$ cat src/design/dpss_ram.sv
// generic single-write, single-read ram with registered read data
module dpss_ram #(
    parameter int WIDTH = 8,
    parameter int DEPTH = 16,
    localparam int AW = (DEPTH > 1) ? $clog2(DEPTH) : 1
) (
    input  logic             clk,
    input  logic             we,
    input  logic [AW-1:0]    waddr,
    input  logic [WIDTH-1:0] wdata,
    input  logic             re,
    input  logic [AW-1:0]    raddr,
    output logic [WIDTH-1:0] rdata
);

    logic [WIDTH-1:0] mem [DEPTH];
    logic [WIDTH-1:0] rdata_reg;

    always_ff @(posedge clk)
    begin
        if (we)
        begin
            mem[waddr] <= wdata;
        end
        if (re)
        begin
            rdata_reg <= mem[raddr];
        end
    end

    assign rdata = rdata_reg;

endmodule

$ cat config.mk
export PLATFORM = sky130hd
export DESIGN_NAME = dpss_ram
export DESIGN_NICKNAME = d
export VERILOG_FILES = /design/src/design/dpss_ram.sv
export SDC_FILE = /design/constraint.sdc
export NUM_CORES = 1
export LEC_CHECK = 0
export ABC_AREA = 1
export BUFFER_PORTS_ARGS = -buffer_cell sky130_fd_sc_hd__buf_2
export CAP_MARGIN = 15
export CORE_ASPECT_RATIO = 1.2
export CORE_MARGIN = 2
export CORE_UTILIZATION = 55
export CTS_CLUSTER_DIAMETER = 100
export CTS_CLUSTER_SIZE = 28
export DETAILED_ROUTE_END_ITERATION = 16
export GPL_ROUTABILITY_DRIVEN = 0
export PLACE_DENSITY = 0.84
export SLEW_MARGIN = 20
export SYNTH_ARGS = -nofsm -noshare
export SYNTH_HDL_FRONTEND = slang
export SYNTH_SLANG_ARGS = --single-unit
$ cat constraint.sdc
create_clock -name clk -period 0.9 [get_ports clk]
set_input_delay 0.045 -clock clk [delete_from_list [all_inputs] [get_ports clk]]
set_output_delay 0.045 -clock clk [all_outputs]
set_load 0.02 [all_outputs]
==> results.py <==
metrics = {
    "detailed_routing": {
        "drc": 0,
        "drtPass1Iterations": 6,
        "totalWireLength_mm": 14.0,
        "wl_per_cell_um": 18.9,
        "dr_total_vias": 4153,
        "ant_nets": 0,
        "drt_iter0_markers": 515,
        "via_per_inst": 5.62,
    },
    "timing": {
        "finalHoldViolCount": 0,
        "max_clock_freq_mhz": 858,
        "tightest_slew_ps": 427,
        "maxSlewViolCount": 0,
        "clock_skew_ps": 8.34,
        "slew_headroom_pct": 71.5,
        "setup_ws_ps": -266,
        "finalCritPeriodShare_pct": 130,
        "finalSetupViolCount": 16,
        "grt_setup_unrepaired": "yes",
        "period_minus_slack_ps": 1170,
    },
    "global_routing": {
        "first_global_vias": 4173,
        "grt_usage_pct": 25.2,
        "grt_max_degree": 56,
        "antenna_found_initial": 0,
        "grtUsageMet1_pct": 27.2,
        "grt_pass1_wl_mm": 20.9,
        "grt_overflow_total": 0,
        "busiest_layer": "met2",
        "gr-usage-met3_pct": 6.29,
        "use_met2_pct": 45.3,
    },
    "final_layout": {
        "final_cell_mix": "nand2_1 (170), edfxtp_1 (136), inv_1 (98), nand3_1 (51), nand3_2 (46)",
        "drive_above_1_share_pct": 22.1,
        "final_common_cell": "nand2_1",
        "largest_register_ffs": 128,
        "nNetsFinal": 620,
        "num-fill-cells": 663,
        "syn_to_final_growth_pct": 21.0,
        "diodes": 0,
    },
    "critical_path": {
        "critPathKind": "register to register",
        "slowest_delay_ps": 360,
        "cp-start-kind": "register",
        "slowest_stage": "edfxtp_1",
        "cp_top_family": "simple AND/OR/NAND/NOR gates",
        "path_max_fanout": 1,
        "crit_buf_inv": 0,
        "crit_chain": "nand2_1 > nand2_1 > nand2_1 > nand3_1 > nand3_2 > nand2_1",
        "cpMostUsedCell": "nand2_1",
        "critPathRequiredTime_ps": 1070,
        "cp.arrival_ps": 1340,
        "end_kind": "register",
    },
    "placement": {
        "pre_cts_slack_ps": -303,
        "portBuffers": 26,
        "dp_hpwl_mm": 8.09,
    },
    "worst_hold_path": {
        "holdCritPathClass": "input pin to register",
    },
    "pwr": {
        "p_leak_nw": 3.06,
        "p_int_mw": 11.2,
        "p_sw_share_pct": 21.7,
        "power_density_nw_per_um2": 2020,
        "p_switching_mw": 3.10,
        "clockPowerShare_pct": 42.0,
        "combPwrFrac_pct": 7.7,
        "seqPwrFrac_pct": 50.3,
        "ir_worst_vdd_v": 0.00142,
        "totalPowerFinal_mw": 14.3,
    },
    "cts": {
        "clk_pin_slew_worst_paths_ps": 50,
        "cts_htree_levels": 4,
        "cts_buffers": 17,
        "cts_tree": "done",
        "cts_setup_buffers": 0,
        "cts_buffer_depth": 2,
        "cts.sinks": 136,
        "cts_root_buf": "clkbuf_16",
        "clk_latency_ps": 420,
    },
    "logic_synthesis": {
        "synth.largest_area_cell": "edfxtp_1",
        "ys_ff_latch": 136,
        "synthesis.nets": 570,
        "yosysWarningCount": 0,
        "netlist_area_sq_um": 5850,
        "synth_area_leaders": "edfxtp_1 (70%), nand2_1 (11%), nand3_1 (8.3%)",
        "post_synth_num_cell_types": 11,
        "avgSynthCellArea_sq_um": 10.6,
        "synth_top_area_share_pct": 69.8,
        "ys_seq_area_share_pct": 69.8,
        "syn_inst": 551,
    },
    "outcome": {
        "violations": "negative setup slack",
        "status": "finished, violations left",
    },
    "floorplan": {
        "die_area_sq_um": 11500,
        "chipHeight_um": 117,
        "start_util_pct": 56.1,
        "pin_count": 27,
        "rows": 41,
        "core_area_sq_um": 10400,
        "fp.dieW_um": 98.1,
    },
    "job": {
        "drv_cap": 0,
    },
}
[stage by stage]
stage	utilization, %	TNS, ps	hold slack, ps	area (sq um)	std cells
2_1_floorplan	-	-7770	144	5860	551
4_1_cts	66.6	-2180	39.3	6940	739
3_5_place_dp	60.5	-17200	422	6300	710
3_3_place_gp	60.5	-14170	410	6300	710
6_report	67.9	-2460	43.4	7070	739
5_1_grt	67.9	-2990	56.0	7070	739
[metal layers]
| layer | vias to the layer above | wire length (um) |
|---|---|---|
| met5 | - | 0 |
| met1 | 1968 | 4900 |
| met2 | 251 | 7240 |
| li1 | 1873 | - |
| met3 | 61 | 1110 |
| met4 | 0 | 717 |
[power groups by stage]
| stage | Clock (mW) | Sequential, mW | Combinational [mW] |
|---|---|---|---|
| after floorplan | 0 | 7.34 | 0.506 |
| after global routing | 6.32 | 7.20 | 1.18 |
| after CTS | 6.01 | 7.19 | 1.01 |
| after detailed placement | 0 | 7.31 | 0.945 |
| after global placement | 0 | 7.30 | 0.911 |
| final | 6.00 | 7.19 | 1.10 |
[Yosys cell counts (all sizes together)]
cell and instances:
inv 102, nand3b 2, nor2 17, nand2 173, edfxtp 136, buf 24
nand3 97
[worst reg2reg max path, cell delays in order (launching register included)]
cell and delay [ps]:
edfxtp_1 360, nand2_1 70, nand2_1 70, nand2_1 100, nand3_1 140, nand3_2 120, nand2_1 70
[cell type report]
class	count	area [sq um]	share of cell area, %
Sequential cell	136	4080	57.7
Multi-Input combinational cell	289	1470	20.7
Timing Repair Buffer	55	482	6.81
Clock buffer	21	440	6.23
Inverter	102	383	5.41
Tap cell	129	161	2.28
Clock inverter	7	57.6	0.814
[path summary, 6_finish.rpt]
kind	start	end	slack [ps]	cells after the start
min reg2reg	mem[10][4]$_DFFE_PP_	rdata[4]$_DFFE_PP_	760	6
max reg2reg	mem[6][7]$_DFFE_PP_	rdata[7]$_DFFE_PP_	-270	6
min	raddr[3]	rdata[6]$_DFFE_PP_	40	3
max	mem[6][7]$_DFFE_PP_	rdata[7]$_DFFE_PP_	-270	6
[logic make-up (layout without fill, tap and decap cells)]
logic type,Yosys count,count (layout),synth area share (%)
buffers and inverters,126,185,9.39
DFF,136,136,69.8
and+or+nand+nor,289,289,20.8
[what timing repair did]
item,CTS,global route
pin swaps,24,16
endpoints found under the hold margin,8,0
endpoints found under the setup margin,16,16
hold buffers,1,0
resized for setup,30,30
(Power assumes the default switching activity.)
