File: src/design/dpss_pkg.sv
// shared types, codes and time helpers for the day plan schedule selector
package dpss_pkg;

    localparam int MIN_PER_HOUR = 60;
    localparam int DAY_MINUTES  = 1440;

    localparam int SCHED_W = 64;
    localparam int SLOT_W  = 19;
    localparam int ACT_W   = 8;
    localparam int TIME_W  = 11;

    typedef enum logic [1:0] {
        OP_SCHED_WR = 2'd0,
        OP_SLOT_WR  = 2'd1,
        OP_ACT_WR   = 2'd2,
        OP_QUERY    = 2'd3
    } op_t;

    typedef enum logic [1:0] {
        STAT_OK         = 2'd0,
        STAT_NO_MATCH   = 2'd1,
        STAT_PLAN_EMPTY = 2'd2,
        STAT_BAD_ACTION = 2'd3
    } status_t;

    typedef enum logic [2:0] {
        S_CLEAR,
        S_IDLE,
        S_SCHED,
        S_SLOT,
        S_ACT,
        S_ACT_DATA,
        S_RESULT
    } state_t;

    // controls from the sequencer into the slot evaluator
    typedef struct packed {
        logic clear;
        logic rd_valid;
        logic rd_last;
    } slot_ctl_t;

    // running pick reported back to the sequencer
    typedef struct packed {
        logic              done;
        logic              any;
        logic [ACT_W-1:0]  best_act;
        logic [TIME_W-1:0] best_gap;
    } slot_res_t;

    // hour and minute to minute of day, one wrap at most
    function automatic logic [TIME_W-1:0] minute_of_day(input logic [4:0] h,
                                                        input logic [5:0] m);
        logic [11:0] t;
        t = 12'(h) * 12'(MIN_PER_HOUR) + 12'(m);
        if (t >= 12'(DAY_MINUTES))
        begin
            t = t - 12'(DAY_MINUTES);
        end
        return t[TIME_W-1:0];
    endfunction

endpackage

File: src/design/dpss_slot_pick.sv
// two-stage slot evaluator: start time, then gap and best-slot tracking
module dpss_slot_pick
    import dpss_pkg::*;
(
    input  logic              clk,
    input  logic              rst_n,
    input  slot_ctl_t         ctl,
    input  logic [SLOT_W-1:0] rd_data,
    input  logic [TIME_W-1:0] now,
    output slot_res_t         res
);

    logic              a_valid_reg, a_valid_next;
    logic              a_last_reg, a_last_next;
    logic [ACT_W-1:0]  a_act_reg;
    logic [TIME_W-1:0] a_start_reg;

    logic              any_reg, any_next;
    logic              done_reg, done_next;
    logic [ACT_W-1:0]  best_act_reg, best_act_next;
    logic [TIME_W-1:0] best_gap_reg, best_gap_next;

    logic [11:0]       gap_wide;
    logic [TIME_W-1:0] gap;

    // stage a: unused slots drop out here
    assign a_valid_next = ctl.rd_valid && (rd_data[18:11] != '0);
    assign a_last_next  = ctl.rd_valid && ctl.rd_last;

    always_ff @(posedge clk)
    begin
        a_act_reg   <= rd_data[18:11];
        a_start_reg <= minute_of_day(rd_data[10:6], rd_data[5:0]);
    end

    // stage b: gap with day wrap, exact match goes to the latest slot
    always_comb
    begin
        if (now >= a_start_reg)
        begin
            gap_wide = 12'(now) - 12'(a_start_reg);
        end
        else
        begin
            gap_wide = 12'(now) + 12'(DAY_MINUTES) - 12'(a_start_reg);
        end
        gap = gap_wide[TIME_W-1:0];

        any_next      = any_reg;
        best_act_next = best_act_reg;
        best_gap_next = best_gap_reg;
        done_next     = a_last_reg;
        if (ctl.clear)
        begin
            any_next      = 1'b0;
            best_act_next = '0;
            best_gap_next = '0;
            done_next     = 1'b0;
        end
        else if (a_valid_reg)
        begin
            any_next = 1'b1;
            if (gap == '0 || !any_reg || gap < best_gap_reg)
            begin
                best_act_next = a_act_reg;
                best_gap_next = gap;
            end
        end
    end

    always_ff @(posedge clk or negedge rst_n)
    begin
        if (!rst_n)
        begin
            a_valid_reg <= 1'b0;
            a_last_reg  <= 1'b0;
            any_reg     <= 1'b0;
            done_reg    <= 1'b0;
        end
        else
        begin
            a_valid_reg <= a_valid_next;
            a_last_reg  <= a_last_next;
            any_reg     <= any_next;
            done_reg    <= done_next;
        end
    end

    always_ff @(posedge clk)
    begin
        best_act_reg <= best_act_next;
        best_gap_reg <= best_gap_next;
    end

    // done, any, best action, best gap
    assign res = {done_reg, any_reg, best_act_reg, best_gap_reg};

endmodule

File: config.mk
export PLATFORM = sky130hd
export DESIGN_NAME = dpss_slot_pick
export DESIGN_NICKNAME = d
export VERILOG_FILES = /design/src/design/dpss_pkg.sv /design/src/design/dpss_slot_pick.sv
export SDC_FILE = /design/constraint.sdc
export NUM_CORES = 1
export LEC_CHECK = 0
export BUFFER_PORTS_ARGS = -buffer_cell sky130_fd_sc_hd__buf_2
export CORE_ASPECT_RATIO = 1.2
export CORE_MARGIN = 1.5
export CORE_UTILIZATION = 41
export CTS_BUF_LIST = sky130_fd_sc_hd__clkbuf_4
export DETAILED_ROUTE_END_ITERATION = 12
export GPL_ROUTABILITY_DRIVEN = 1
export HOLD_SLACK_MARGIN = 0.03
export PLACE_DENSITY = 0.67
export SYNTH_ARGS = -nofsm -noshare
export SYNTH_HDL_FRONTEND = slang
export SYNTH_SLANG_ARGS = --single-unit
File: constraint.sdc
create_clock -name clk -period 5.14 [get_ports clk]
set_clock_uncertainty 0.2 [all_clocks]
set_input_delay 1.028 -clock clk [delete_from_list [all_inputs] [get_ports clk]]
set_output_delay 1.028 -clock clk [all_outputs]
set_load 0.01 [all_outputs]
==> results of run 1 <==
## layout by cell type (no fill, tap or decap), types with 4 or more instances in the layout
cell      instances
inv_1            62
buf_2            55
ha_1             50
nand2_1          44
dfxtp_1          38
a21oi_1          21
nor2_1           20
xnor2_1          20
mux2i_1          18
buf_4            17
fa_1             16
o21a_1            8
nor2b_1           8
nand3_1           7
nor3_1            7
xor2_1            7
o21ai_0           7
or3_1             5
o311ai_0          5
o211a_1           5
clkbuf_4          5
nand3b_1          4
and2_1            4
a211oi_1          4
dfrtp_1           4
## power by group
part | internal, mW | switching, mW | total [mW]
combinational | 0.827 | 0.986 | 1.81
sequential | 0.416 | 0.0447 | 0.461
clock | 0.0550 | 0.127 | 0.182
total | 1.30 | 1.16 | 2.45
## per-stage QoR
step	hold slack [ps]	area (sq um)	cells	worst slack (ps)	power [mW]
2_1_floorplan	220	3860	440	285	1.84
3_3_place_gp	224	4320	619	183	2.22
3_5_place_dp	234	4320	619	90.8	2.26
4_1_cts	218	4380	627	476	2.45
5_1_grt	209	4380	627	190	2.70
6_report	236	4380	628	438	2.45
## final timing paths
path                                                end  slack [ps]  cells past startpoint
hold reg to reg            best_act_reg[4]$_SDFFE_PP0P_         250                      2
min in group clk           best_act_reg[4]$_SDFFE_PP0P_         250                      2
setup / recovery                 a_start_reg[6]$_DFF_P_         440                     13
max in group asynchronous         a_valid_reg$_DFF_PN0_        4380                      1
setup reg to reg           best_act_reg[5]$_SDFFE_PP0P_         830                     17
hold / removal                      any_reg$_DFFE_PN0P_         240                      1
## metal layers
layer  wire (um)  vias to the layer above  track usage
li1            -                     1649            -
met1        3380                     1555        0.177
met2        4550                       72        0.367
met3         279                       14       0.0207
met4         148                        0       0.0580
met5           0                        -            0
## cell type report
type / count / area (sq um)
Tap cell: 120 / 150
Antenna cell: 1 / 2.50
Multi-Input combinational cell: 323 / 2670
Inverter: 62 / 233
Clock buffer: 5 / 37.5
Sequential cell: 42 / 861
Timing Repair Buffer: 72 / 403
Fill cell: 917 / 4700
Clock inverter: 3 / 23.8
## cell families after synthesis
family,synth area share
mux,0.0603
xor+xnor,0.0613
flops,0.223
compound gates,0.168
fa+ha+maj,0.245
simple gates,0.157
buf+inv,0.0856
## worst register-to-register path: cells and delay by family (launching register included)
kind / cells / cell delay (ps)
muxes: 2 / 470
xor gates and xnor gates: 1 / 90
AOI/OAI and AO/OA: 6 / 1350
buffers and inverters: 3 / 400
adders and majority gates: 3 / 960
DFF: 1 / 390
and+or+nand+nor: 2 / 380
==> results.ini, run 1 <==
[yosys]
yosys.area.top_type=dfxtp_1
ys_seq_elements=42
synth_cells=440
synth_common_cells=62 x inv_1, 50 x ha_1, 44 x nand2_1
yosys_most_used_dff=dfxtp_1
yosysWarningCount=0
synth_cell_types=64
synthArstFlopShare=0.0952
syn_avg_cell_area_sq_um=8.77
synthTopCellsByArea=dfxtp_1 20%, ha_1 16%, fa_1 8.3%
ys_seq_area_frac=0.223
synth-edff-count=0
syn_area_sq_um=3860
yosysMostFrequentCell=inv_1
synthDominantCellAreaShare=0.197
syn_nets=541

[routing]
viasPerCell=5.24
drt-total-wl_mm=8.36
avgRoutedWirePerCell_um=13.3
postRouteAntennaNets=0
route.detailed.drc=0
drt-initial-drc-count=161
vias=3290
drtPass1Iterations=7

[setup_path]
crit_family=adder cells
path_class=in2reg
slowest_delay_ps=550
r2r-start=a_start_reg[2]$_DFF_P_
path_max_fanout=7
worstPathCellList=buf_2, fa_1, fa_1, inv_1, fa_1, inv_1, ha_1, nor2b_1, o21a_1, xor2_1, a311oi_1, o21ai_0, mux2i_1
startpoint_type=input port
worst_path_max_delay_cell=fa_1
critPathCaptureType=register
worstPathBufferInverterCount=3
critPathArrivalTime_ps=4800
cpMostUsedCell=fa_1
worstPathRequired_ps=5240
critical_path.startpoint=rd_data[6]

[die]
start_util=0.425
io_pins=56
dieArea_sq_um=10000
rows=38
die_w_um=91.6
core_area_sq_um=9080
dieHeight_um=109

[worst_hold_path]
hold_path_class=in2async

[layout]
area_delta_synth_final_pct=13.5
drive_above_1_share=0.178
final_core_util=0.482
final_nets=607

[clock_tree]
clk_path_buf_depth=2
ctsResizeCount=0
htreeDepth=2
cts_inserted_buffers=5
cts.sinks=42
root_buffer=clkbuf_4
cts_tree=built
clkTransAtPathRegs_ps=140
insertion_delay_ps=380
cts_setup_buffers=0
postCtsHoldBufs=0

[grt]
grt_usage=0.175
grt_max_degree=33
grt_pass1_wl_mm=14.2
gr-total-overflow=0
grt_pass1_vias=3339
antenna_found_initial=0

[sta]
fin_crit_ps=4700
setup_viol=0
timing.fmax_mhz=213
rsz0062_at_grt=no
hold_violations=0
relSlewSlack=0.383
tightest_slew_ps=924
finalCritPeriodShare=0.915
fin_setup_tns_ps=0
maxSlewViolCount=0

[pwr]
power_leakage_nw=2.15
power.density_nw_per_um2=561
ir_worst_vdd_mv=0.197

[placed_design]
place_congestion=0.902
place_hpwl_mm=6.94
portBuffers=55

[job]
maxCapViolCount=0

[status]
status=complete, no violations

No activity file was read; power rests on OpenSTA's default activity.
==> inputs of run 2 (changes only) <==
--- a/config.mk
+++ b/config.mk
@@ -10,6 +10,7 @@
 export CORE_MARGIN = 1.5
 export CORE_UTILIZATION = 41
 export CTS_BUF_LIST = sky130_fd_sc_hd__clkbuf_4
+export CTS_CLUSTER_DIAMETER = 150
 export DETAILED_ROUTE_END_ITERATION = 12
 export GPL_ROUTABILITY_DRIVEN = 1
 export HOLD_SLACK_MARGIN = 0.03
==> constraint.sdc (replaced) <==
create_clock -name clk -period 5.4 [get_ports clk]
set_clock_uncertainty 0.2 [all_clocks]
set_input_delay 1.08 -clock clk [delete_from_list [all_inputs] [get_ports clk]]
set_output_delay 1.08 -clock clk [all_outputs]
set_load 0.01 [all_outputs]
==> run 2 against run 1 <==
Wire length is 5.3% lower; non-clock buffer count shrank 12; clock power down 6%; die area stayed put; via count down 3.6%; critical path depth up 3; critical path type unchanged; register-to-register slack lost 90 ps; core utilization fell by 1.0 points; largest cell class unchanged; critical endpoint is now best_act_reg[1]$_SDFFE_PP0P_; sequential power fell by 5.2%.
==> results.ini, run 2 (synthesis gave the netlist of run 1 again) <==
[status]
status=complete, no violations

[worst_hold_path]
hold_path_class=reg2reg
min_path_cells=2

[layout]
final_core_util=0.472  ; -0.0102
final_cell_area_sq_um=4290  ; -2.1%
seq_area_sq_um=861  ; unchanged
final_common_cell=inv_1
multiInputGateArea_sq_um=2670  ; unchanged
instances_no_fill=615  ; -2.1%
final_nets=595  ; -2.0%
area_delta_synth_final_pct=11.1
mostFrequentLayoutCells=62 x inv_1, 55 x buf_2, 50 x ha_1
diodes=0  ; -1
drive_above_1_share=0.158  ; -0.0199
n_fill_cell=892  ; -2.7%

[pwr]
ir_worst_vdd_mv=0.164  ; -17%
pwr-share-clk=0.076  ; +0.002
p_sw_frac=0.475  ; +0.00356
p_switching_mw=1.07  ; -7.7%
power.density_nw_per_um2=525  ; -6.4%
power_frac_seq=0.195  ; +0.007
p_int_mw=1.18  ; -9.0%
power_leakage_nw=2.09  ; -2.7%
p_comb_frac=0.729  ; -0.009

[sta]
tightest_slew_ps=880  ; -43.4 ps
relSlewSlack=0.412  ; +0.0290
whs_ps=244  ; +8.51 ps
setup_viol=0  ; unchanged
fin_crit_ps=5050
timing.fmax_mhz=198
hold_violations=0  ; unchanged
maxSlewViolCount=0  ; unchanged
finalCritPeriodShare=0.936
worst_slack_ps=347  ; -91.3 ps
rsz0062_at_grt=no

[die]
dieHeight_um=109  ; unchanged
io_pins=56  ; unchanged
core_area_sq_um=9080  ; unchanged
die_w_um=91.6  ; unchanged
start_util=0.425  ; unchanged
rows=38  ; unchanged
dieArea_sq_um=10000  ; unchanged

[grt]
grt_usage=0.167  ; -0.00825
grt_pass1_vias=3163  ; -5.3%
grt_max_degree=33  ; unchanged
gr-total-overflow=0  ; unchanged
antenna_found_initial=0  ; unchanged
grt_pass1_wl_mm=13.6  ; -4.1%

[clock_tree]
cts_inserted_buffers=5  ; unchanged
clkTransAtPathRegs_ps=140  ; about the same
cts_tree=built
insertion_delay_ps=370  ; about the same
postCtsHoldBufs=0  ; unchanged
root_buffer=clkbuf_4
cts_setup_buffers=0  ; unchanged
htreeDepth=2  ; unchanged
ctsResizeCount=0  ; unchanged
clk_path_buf_depth=2  ; unchanged
cts.sinks=42  ; unchanged

[setup_path]
rrSetupSlack_ps=740  ; -90 ps
worstPathRequired_ps=5500  ; +260 ps
path_max_fanout=10  ; +3
critPathCaptureType=register
startpoint_type=input port
path_class=in2reg
critPathArrivalTime_ps=5150  ; +350 ps
slowest_delay_ps=610  ; +60 ps
worstPathCellList=buf_2, ha_1, fa_1, nor3b_1, o21a_1, o21ai_0, a31oi_1, xor2_1, mux2_4, ha_1, and3_1, o221ai_1, o221ai_1, o31a_1, buf_4, mux2i_1
worst_path_max_delay_cell=fa_1
rr_worst_depth=16  ; -1

[placed_design]
placedCellCount=607  ; -1.9%
place_hpwl_mm=6.81  ; -1.9%
place_congestion=0.868  ; -3.7%
dpl_cell_area_sq_um=4230  ; -2.1%
portBuffers=55  ; unchanged
pre_cts_slack_ps=-10.1  ; -101 ps

[routing]
route.detailed.drc=0  ; unchanged
drtPass1Iterations=4  ; -3
vias=3170  ; -3.6%
drt-total-wl_mm=7.92  ; -5.3%
postRouteAntennaNets=0  ; unchanged
avgRoutedWirePerCell_um=12.9  ; -3.3%
viasPerCell=5.15  ; -1.6%
drt-initial-drc-count=134  ; -17%

[job]
maxCapViolCount=0  ; unchanged

[run 2: cell count changes in the layout (fill, tap and decap cells not counted), sizes merged]
cell   before  now
buf        72   60
diode       1    0
[run 2: cell type report]
class                   count  share of cell area
flip-flops and latches     42               0.201
multi-input cells         323               0.623
clock inverters             3             0.00555
repair buffers             60              0.0730
well taps                 120              0.0350
clock buffers               5             0.00876
inverters                  62              0.0543
[run 2: final timing paths]
kind,endpoint,from
min in group asynchronous,any_reg$_DFFE_PN0P_,rst_n
worst max register to register,best_act_reg[1]$_SDFFE_PP0P_,a_start_reg[3]$_DFF_P_
max in group asynchronous,a_last_reg$_DFF_PN0_,rst_n
worst max-delay path,best_act_reg[1]$_SDFFE_PP0P_,now[3]
worst min-delay path,best_act_reg[0]$_SDFFE_PP0P_,a_act_reg[0]$_DFF_P_
worst min register to register,best_act_reg[0]$_SDFFE_PP0P_,a_act_reg[0]$_DFF_P_
[run 2: metal layers]
metal  vias up  track usage  wire length, um
met5         -            0                0
met4         0       0.0647              207
met3        12       0.0207              244
met2        51        0.330             4160
met1      1479        0.180             3310
li1       1628            -                -
[run 2: per-stage QoR]
step	setup TNS, ps	power, mW
4_1_cts	0	2.26
3_3_place_gp	0	2.04
2_1_floorplan	0	1.75
6_report	0	2.25
5_1_grt	0	2.48
3_5_place_dp	-40.3	2.09
[run 2: power groups by stage]
stage	registers (mW)	logic, mW	clock network, mW
after detailed placement	0.446	1.64	0
after CTS	0.439	1.64	0.179
after global placement	0.443	1.60	0
after floorplan	0.464	1.28	0
final	0.437	1.64	0.171
after global routing	0.448	1.85	0.189
[run 2: worst max-delay path: cells and delay by family]
kind,cells,cell delay [ps]
compound gates,6,1500
fa+ha+maj,3,1140
mux,2,500
simple gates,2,420
buf+inv,2,410
xor+xnor,1,90
